### src/dexdi_pkg.sv
// Shared types, opcode and record codes, and helpers for the debug-info interpreter.
package dexdi_pkg;

    localparam int MAX_REGISTERS_DEF = 256;

    // Debug-info opcodes
    localparam logic [7:0] OP_END_SEQUENCE   = 8'h00;
    localparam logic [7:0] OP_ADVANCE_PC     = 8'h01;
    localparam logic [7:0] OP_ADVANCE_LINE   = 8'h02;
    localparam logic [7:0] OP_START_LOCAL    = 8'h03;
    localparam logic [7:0] OP_START_LOCAL_EX = 8'h04;
    localparam logic [7:0] OP_END_LOCAL      = 8'h05;
    localparam logic [7:0] OP_RESTART_LOCAL  = 8'h06;
    localparam logic [7:0] OP_PROLOGUE_END   = 8'h07;
    localparam logic [7:0] OP_EPILOGUE_BEGIN = 8'h08;
    localparam logic [7:0] OP_SET_FILE       = 8'h09;
    localparam logic [7:0] OP_SPECIAL_BASE   = 8'h0a;

    // Special opcode line/address split
    localparam int LINE_RANGE = 15;
    localparam int LINE_BASE  = -4;
    // floor(x / 15) == (x * 137) >> 11 for every x below 256
    localparam int DIV15_MUL   = 137;
    localparam int DIV15_SHIFT = 11;

    // Record kinds
    localparam logic [1:0] REC_POSITION = 2'd0;
    localparam logic [1:0] REC_CLOSED   = 2'd1;
    localparam logic [1:0] REC_END      = 2'd2;
    localparam logic [1:0] REC_BAD_REG  = 2'd3;

    // Configuration register indexes
    localparam logic [1:0] CFG_REG_COUNT   = 2'd0;
    localparam logic [1:0] CFG_LINE_START  = 2'd1;
    localparam logic [1:0] CFG_SOURCE_START = 2'd2;

    localparam logic [8:0] REG_COUNT_RESET = 9'd256;

    typedef struct packed {
        logic [7:0]         opcode;
        logic [15:0]        reg_operand;
        logic [31:0]        name_index;
        logic [31:0]        type_index;
        logic [31:0]        signature_index;
        logic [31:0]        addr_advance;
        logic signed [31:0] line_advance;
        logic [31:0]        source_index;
    } item_t;

    typedef struct packed {
        logic [31:0] start_address;
        logic [31:0] local_name;
        logic [31:0] local_type;
        logic [31:0] local_signature;
        logic        has_signature;
    } row_t;

    typedef struct packed {
        logic [1:0]  record_kind;
        logic [31:0] address;
        logic [31:0] line;
        logic [31:0] src_file;
        logic [7:0]  local_register;
        logic [31:0] start_address;
        logic [31:0] local_name;
        logic [31:0] local_type;
        logic [31:0] local_signature;
        logic        has_signature;
    } rec_t;

    typedef struct packed {
        logic        en;
        row_t        row;
    } tab_wr_t;

    typedef struct packed {
        logic [31:0] base_line;
        logic [31:0] source_start;
        logic        ld_line;
        logic        ld_source;
        logic [31:0] wdata;
    } cfg_t;

    // Returns {quotient[4:0], remainder[3:0]} of adj / 15
    function automatic logic [8:0] div15(input logic [7:0] adj);
        logic [15:0] prod;
        logic [4:0]  q;
        logic [7:0]  qm;
        logic [7:0]  rm;
        prod = 16'(adj) * 16'(DIV15_MUL);
        q    = prod[DIV15_SHIFT+4:DIV15_SHIFT];
        qm   = 8'(q) * 8'(LINE_RANGE);
        rm   = adj - qm;
        return {q, rm[3:0]};
    endfunction

endpackage

### src/dexdi_exec.sv
// Opcode execution: position state, live bits, record build and table update.
module dexdi_exec
    import dexdi_pkg::*;
#(
    parameter int MAX_REGISTERS = MAX_REGISTERS_DEF,
    localparam int IDX_W = (MAX_REGISTERS > 1) ? $clog2(MAX_REGISTERS) : 1
)
(
    input  logic             clk,
    input  logic             rst_n,
    input  logic             fire,
    input  item_t            item,
    input  row_t             row_in,
    input  cfg_t             cfg,
    input  logic [8:0]       reg_count,
    output logic             rec_valid,
    output rec_t             rec,
    output tab_wr_t          tab_wr,
    output logic [IDX_W-1:0] tab_addr
);

    logic [31:0]              cur_address_reg, cur_address_next;
    logic [31:0]              cur_line_reg, cur_line_next;
    logic [31:0]              cur_source_reg, cur_source_next;
    logic [MAX_REGISTERS-1:0] live_reg, live_next;

    logic [31:0]              step_address, step_line, step_source;
    logic [MAX_REGISTERS-1:0] step_live;
    logic [IDX_W-1:0]         idx;
    logic                     in_range;
    logic                     is_local;
    logic                     live_bit;
    logic                     reinit;
    logic [7:0]               adj;
    logic [8:0]               qr;
    rec_t                     closed_rec;

    assign idx      = item.reg_operand[IDX_W-1:0];
    assign tab_addr = idx;
    assign in_range = ({1'b0, item.reg_operand} < {8'b0, reg_count})
                   && ({1'b0, item.reg_operand} < 17'(MAX_REGISTERS));
    assign is_local = (item.opcode >= OP_START_LOCAL) && (item.opcode <= OP_RESTART_LOCAL);
    assign live_bit = live_reg[idx];
    assign adj      = item.opcode - OP_SPECIAL_BASE;
    assign qr       = div15(adj);

    always_comb
    begin
        closed_rec                 = '0;
        closed_rec.record_kind     = REC_CLOSED;
        closed_rec.address         = cur_address_reg;
        closed_rec.line            = cur_line_reg;
        closed_rec.src_file        = cur_source_reg;
        closed_rec.local_register  = item.reg_operand[7:0];
        closed_rec.start_address   = row_in.start_address;
        closed_rec.local_name      = row_in.local_name;
        closed_rec.local_type      = row_in.local_type;
        closed_rec.local_signature = row_in.local_signature;
        closed_rec.has_signature   = row_in.has_signature;
    end

    always_comb
    begin
        step_address = cur_address_reg;
        step_line    = cur_line_reg;
        step_source  = cur_source_reg;
        step_live    = live_reg;
        reinit       = 1'b0;
        rec_valid    = 1'b0;
        rec          = '0;
        tab_wr       = '0;

        if (is_local && !in_range)
        begin
            rec_valid          = 1'b1;
            rec.record_kind    = REC_BAD_REG;
            rec.address        = cur_address_reg;
            rec.line           = cur_line_reg;
            rec.src_file       = cur_source_reg;
            rec.local_register = item.reg_operand[7:0];
            reinit             = 1'b1;
        end
        else
        begin
            case (item.opcode)
                OP_END_SEQUENCE:
                begin
                    rec_valid       = 1'b1;
                    rec.record_kind = REC_END;
                    rec.address     = cur_address_reg;
                    rec.line        = cur_line_reg;
                    rec.src_file    = cur_source_reg;
                    reinit          = 1'b1;
                end
                OP_ADVANCE_PC:
                begin
                    step_address = cur_address_reg + item.addr_advance;
                end
                OP_ADVANCE_LINE:
                begin
                    step_line = cur_line_reg + item.line_advance;
                end
                OP_START_LOCAL, OP_START_LOCAL_EX:
                begin
                    if (live_bit)
                    begin
                        rec_valid = 1'b1;
                        rec       = closed_rec;
                    end
                    tab_wr.en                = 1'b1;
                    tab_wr.row.start_address = cur_address_reg;
                    tab_wr.row.local_name    = item.name_index - 32'd1;
                    tab_wr.row.local_type    = item.type_index - 32'd1;
                    if (item.opcode == OP_START_LOCAL_EX)
                    begin
                        tab_wr.row.local_signature = item.signature_index - 32'd1;
                        tab_wr.row.has_signature   = 1'b1;
                    end
                    step_live[idx] = 1'b1;
                end
                OP_END_LOCAL:
                begin
                    if (live_bit)
                    begin
                        rec_valid = 1'b1;
                        rec       = closed_rec;
                    end
                    step_live[idx] = 1'b0;
                end
                OP_RESTART_LOCAL:
                begin
                    // a dead local keeps its old name/type/signature
                    if (!live_bit)
                    begin
                        tab_wr.en                = 1'b1;
                        tab_wr.row               = row_in;
                        tab_wr.row.start_address = cur_address_reg;
                        step_live[idx]           = 1'b1;
                    end
                end
                OP_PROLOGUE_END, OP_EPILOGUE_BEGIN:
                begin
                end
                OP_SET_FILE:
                begin
                    step_source = item.source_index - 32'd1;
                end
                default:
                begin
                    step_address    = cur_address_reg + {27'b0, qr[8:4]};
                    step_line       = cur_line_reg + {28'b0, qr[3:0]} + 32'(LINE_BASE);
                    rec_valid       = 1'b1;
                    rec.record_kind = REC_POSITION;
                    rec.address     = step_address;
                    rec.line        = step_line;
                    rec.src_file    = cur_source_reg;
                end
            endcase
        end

        if (reinit)
        begin
            step_address = '0;
            step_line    = cfg.base_line;
            step_source  = cfg.source_start;
            step_live    = '0;
        end

        if (!fire)
        begin
            tab_wr.en = 1'b0;
        end
    end

    always_comb
    begin
        cur_address_next = fire ? step_address : cur_address_reg;
        cur_line_next    = fire ? step_line : cur_line_reg;
        cur_source_next  = fire ? step_source : cur_source_reg;
        live_next        = fire ? step_live : live_reg;
        // header writes take effect at once
        if (cfg.ld_line)
        begin
            cur_line_next = cfg.wdata;
        end
        if (cfg.ld_source)
        begin
            cur_source_next = cfg.wdata;
        end
    end

    always_ff @(posedge clk or negedge rst_n)
    begin
        if (!rst_n)
        begin
            cur_address_reg <= '0;
            cur_line_reg    <= '0;
            cur_source_reg  <= '0;
            live_reg        <= '0;
        end
        else
        begin
            cur_address_reg <= cur_address_next;
            cur_line_reg    <= cur_line_next;
            cur_source_reg  <= cur_source_next;
            live_reg        <= live_next;
        end
    end

    a_reinit_clears_live: assert property (@(posedge clk) disable iff (!rst_n)
        fire && rec_valid && (rec.record_kind == REC_END || rec.record_kind == REC_BAD_REG)
        |=> live_reg == '0)
        else $error("live bits not cleared after end or error record");

    a_write_in_range: assert property (@(posedge clk) disable iff (!rst_n)
        tab_wr.en |-> in_range && fire)
        else $error("table written for an out-of-range register");

    a_closed_was_live: assert property (@(posedge clk) disable iff (!rst_n)
        fire && rec_valid && rec.record_kind == REC_CLOSED |-> live_reg[idx])
        else $error("closed-local record for a dead register");

endmodule

### config.mk
export PLATFORM = sky130hd
export DESIGN_NAME = dexdi_exec
export DESIGN_NICKNAME = d
export VERILOG_FILES = /design/src/dexdi_pkg.sv /design/src/dexdi_exec.sv
export SDC_FILE = /design/constraint.sdc
export NUM_CORES = 2
export LEC_CHECK = 0
export BUFFER_PORTS_ARGS = -buffer_cell sky130_fd_sc_hd__buf_4
export CORE_AREA = 3 3 317 319
export DETAILED_ROUTE_END_ITERATION = 6
export DIE_AREA = 0 0 320 322
export HOLD_SLACK_MARGIN = 0.12
export PLACE_DENSITY = 0.58
export SLEW_MARGIN = 20
export SYNTH_ARGS = -nofsm -noshare
export SYNTH_HDL_FRONTEND = slang
export SYNTH_SLANG_ARGS = --single-unit
### constraint.sdc
create_clock -name clk -period 12.61 [get_ports clk]
set_clock_uncertainty 0.15 [all_clocks]
set_input_delay 1.8915 -clock clk [delete_from_list [all_inputs] [get_ports clk]]
set_output_delay 1.8915 -clock clk [all_outputs]
set_load 0.02 [all_outputs]
# After elaboration in Yosys (flattened, before gate mapping)
# Index checks and enable logic that the tools add are counted.
[word_totals] elab_cells=96 reg_bits=352 inputBits=455 out_inout_bits=374
[classes] magnitude_cmp=6 bitwise=3 muxes=36 add_sub_neg=11 reduce_logical=19 eq_ne=15 multipliers=2
[ops] op="256-bit 2-to-1 mux" n=3
[ops] op="256-bit one-hot mux with 3 select lines" n=1
[ops] op="32-bit 2-to-1 mux" n=11
[ops] op="98-bit one-hot mux with 3 select lines" n=1
[ops] op="130-bit 2-to-1 mux" n=2
[ops] op="130-bit one-hot mux with 2 select lines" n=1
[ops] op="256-bit AND" n=1
[ops] op="256-bit NOT" n=1
[ops] op="256-bit bitwise OR" n=1
[ops] op="234-bit 2-to-1 mux" n=1
[ops] op="137-bit 2-to-1 mux" n=1
[ops] op="129-bit 2-to-1 mux" n=1
[ops] op="32-bit one-hot mux with 2 select lines" n=2
[ops] op="32-bit by 1-bit subtractor with 32-bit output (second input constant)" n=4
[ops] op="106-bit 2-to-1 mux" n=1
[ops] op="32-bit adder" n=2
[ops] op="33-bit 2-to-1 mux" n=1
[ops] op="32-bit adder (second input constant)" n=1
[ops] op="32-bit by 4-bit adder with 32-bit output" n=1
[ops] op="32-bit by 5-bit adder with 32-bit output" n=1
[ops] op="8-bit by 3-bit equality test with 1-bit output (second input constant)" n=4
[ops] op="9-bit OR reduction" n=2
[ops] op="8-bit by 2-bit equality test with 1-bit output (second input constant)" n=2
[ops] op="8-bit by 4-bit equality test with 1-bit output (second input constant)" n=2
[ops] op="other kinds (30)" n=44

# Logic depth before layout (Yosys ltp)
[depth] depth_word=11 depth_mapped=41 depth_no_buf=40

# Worst setup path after synthesis
# No wires, ideal clock.
[synth_path] kind="input-to-output" startpoint="input item[209] (netlist bit)" endpoint="output rec[199] (netlist bit)" t_arrival_ns=9.583 path_buffers=1 path_slack_ns=0.985 required_time_ns=10.568 cell_stages=37 cell_sequence="clkbuf_1 > inv_1 > ha_1 > nor2b_1 > nor4_1 > xnor2_1 > xor2_1 > ha_1 > ha_1 > ha_1 > and3_1 > a211oi_1 > xor2_1 > inv_1 > ha_1 > inv_1 > fa_1 > ha_1 > a21o_1 > a21oi_1 > xnor2_1 > xnor2_1 > xnor2_1 > xnor2_1 > ha_1 > inv_1 > ha_1 > o21ai_0 > o21bai_1 > a21oi_1 > o211a_1 > o31a_1 > o21ai_0 > a31oi_1 > o21ai_0 > xor2_1 > a22o_1"
[synth_rtl] element="from (decl)" line="dexdi_exec.sv:12" text="input item_t item,"
[synth_rtl] element="to (decl)" line="dexdi_exec.sv:17" text="output rec_t rec,"

==> results.cfg <==
[clock_tree]
cts_tree = yes
h-tree-depth = 2
cts_hold_buf = 0
cts_buffers = 43
clockBufferDepth = 3
clk_pin_slew_ns = 0.06
cts.sinks = 352
cts_root_buf = clkbuf_16
clk_latency_ns = 0.62

[worst_setup_path]
slowest_stage = fa_1
cpMostUsedCell = ha_1
max_stage_delay_ns = 0.45
crit_type = primary input to primary output
crit_path_start_kind = primary input
end_kind = primary output
crit_family = adder cells
cp_num_buf_inv = 6
crit_path_max_fanout = 10
crit_required_ns = 10.57
cp.arrival_ns = 9.83

[drt]
num_vias = 34858
ant_nets = 0
viasPerCell = 5.899
wirelength_um = 175700
drcViolationCount = 0
routedWlPerCell_um = 29.73
drt_first_pass_iters = 6
drtIter0Drc = 3933

[synthesis]
synth_top_area_share_pct = 28.87
synth-xor-area-share_pct = 5.941
synth_top_family_by_area = compound AO/OA/AOI/OAI gates
yosysWarnings = 0
synth-simple-area-share_pct = 18.08
syn_area_um2 = 30510
avgSynthCellArea_um2 = 7.719
ys_async_sr_fraction_pct = 100.0
yosys-top-cells-area = dfrtp_1 (29%), o21ai_0 (11%), a21oi_1 (7.9%), ha_1 (5.9%), nor2_1 (4.1%)
yosysTopAreaCell = dfrtp_1
yosys_most_used_dff = dfrtp_1
ys_types = 74
synth_edf_count = 0
synth_compound_area_share_pct = 30.32
muxShareOfSynthArea_pct = 5.002
synthAdderAreaFrac_pct = 6.298
seq_area_frac_synth_pct = 28.87
synthCells = 3953
synth_nets = 4558
ys_seq_elements = 352

[sta]
worstMarginPinSlew_ns = 1.246
fmax_mhz = 84.22
period_needed_ns = 11.87
min_period_over_period_pct = 94.16
hold_violations = 0
finalMaxSlewViolations = 0
rsz0062_at_grt = true
holdWs_ns = 0.3490
relSlewSlack_pct = 16.83
setup_ws_ns = 0.7367
setup_viol = 0

[cells_and_area]
final_cell_mix = buf_4 (887), o21ai_0 (671), a21oi_1 (479)
layoutNonFillerInstCount = 5909
layout.nets = 5180
fin_util_pct = 40.09
largest_register_ffs = 256
area_growth_syn_to_layout_pct = 28.93
layout_commonest_cell = buf_4
drive_gt1_share_pct = 23.52

[power_and_ir_drop]
leakage_nw = 17.16
peakVddDrop_v = 0.0002346
p_sw_w = 0.003021
p_sw_share_pct = 45.92
seq_power_share_pct = 20.0
total_power_w = 0.006581
cellPowerDensity_nw_per_um2 = 167.3
pwr-share-comb_pct = 59.3
internal_power_w = 0.003559
power_frac_clock_pct = 20.7

[placement]
routabilityCongestion = 1.055
dpl_worst_slack_ns = 0.1336
dp.final_hpwl_um = 133000
dp_cells = 5816
numPortBuffers = 828

[floorplanning]
rows = 115
ioPinCount = 829
core_area_um2 = 98130
initial_core_util_pct = 31.10
die_x_um = 320
die-area_um2 = 103000
fp.dieH_um = 322

[grt]
grt_max_degree = 257
antenna_found_initial = 19
grt_pass1_wl_um = 244600
grt_pass1_vias = 32363
track_usage_pct = 32.51
overflow = 0

[job]
drv_cap = 0

[min_path]
hp-class = flip-flop to flip-flop

[status]
outcome = completed
-- synthesized netlist by cell type, types with 100 or more instances --
cell	n
a21oi_1	480
a22oi_1	105
and2_1	179
clkbuf_1	265
dfrtp_1	352
ha_1	144
inv_1	103
nand2_1	222
nor2_1	333
nor3_1	100
o21ai_0	675
xnor2_1	115
-- final timing paths --
check,from,depth (start not counted),slack (ns),to
setup reg to reg,live_reg[23],12,7.45,live_reg[90]
min in group asynchronous,rst_n,1,1.17,live_reg[147]
hold reg to reg,live_reg[143],2,0.35,live_reg[143]
setup / recovery,item[209],42,0.74,rec[200]
hold / removal,live_reg[143],2,0.35,live_reg[143]
max in group asynchronous,rst_n,3,8.71,cur_address_reg[28]
-- stage by stage --
stage	instance area (µm²)	TNS [ns]
2_1_floorplan	30510	0
3_3_place_gp	37720	0
3_5_place_dp	37740	0
4_1_cts	39240	0
5_1_grt	39320	-0.02068
6_report	39340	0
-- power groups by stage --
stage | combinational (W) | clock (W) | sequential [W]
2_1_floorplan | 0.00243 | 0 | 0.00127
3_3_place_gp | 0.00382 | 0 | 0.00133
3_5_place_dp | 0.00382 | 0 | 0.00133
4_1_cts | 0.00384 | 0.00137 | 0.00131
5_1_grt | 0.00419 | 0.00142 | 0.00132
6_report | 0.00390 | 0.00136 | 0.00131
-- tightest hold or removal path, delay by kind of cell (launching register included) --
| kind | cells | cell delay, ns |
|---|---|---|
| DFF | 1 | 0.34 |
| AOI/OAI and AO/OA | 2 | 0.13 |
-- repair_timing --
item | CTS | global route
setup buffers | 0 | 1
resized for setup | 0 | 10
endpoints found under the hold margin | 0 | 0
endpoints found under the setup margin | 0 | 8
-- area by class of cell --
class / count / area [µm²]
Fill cell: 10276 / 58790
Multi-Input combinational cell: 3183 / 20280
Sequential cell: 352 / 8808
Timing Repair Buffer: 890 / 6709
Tap cell: 1287 / 1610
Clock buffer: 51 / 1146
Inverter: 105 / 401.6
Clock inverter: 27 / 356.6
Antenna cell: 14 / 35.03
-- cell families after synthesis --
kind of cell,Yosys count
AOI/OAI and AO/OA,1613
xor gates and xnor gates,207
adders and majority gates,150
buffers and inverters,418
DFF,352
muxes,91
and+or+nand+nor,1122
-- layer usage --
metal / up-vias / wire (µm) / part of all wire [%] / global-route usage, %
li1: 15574 / - / - / -
met4: 14 / 13690 / 7.8 / 21.13
met5: - / 99 / 0.056 / 0
met3: 371 / 14840 / 8.4 / 7.163
met1: 17079 / 70010 / 40 / 41.72
met2: 1820 / 77020 / 44 / 49.37
Power figures use the tool's default switching activity.
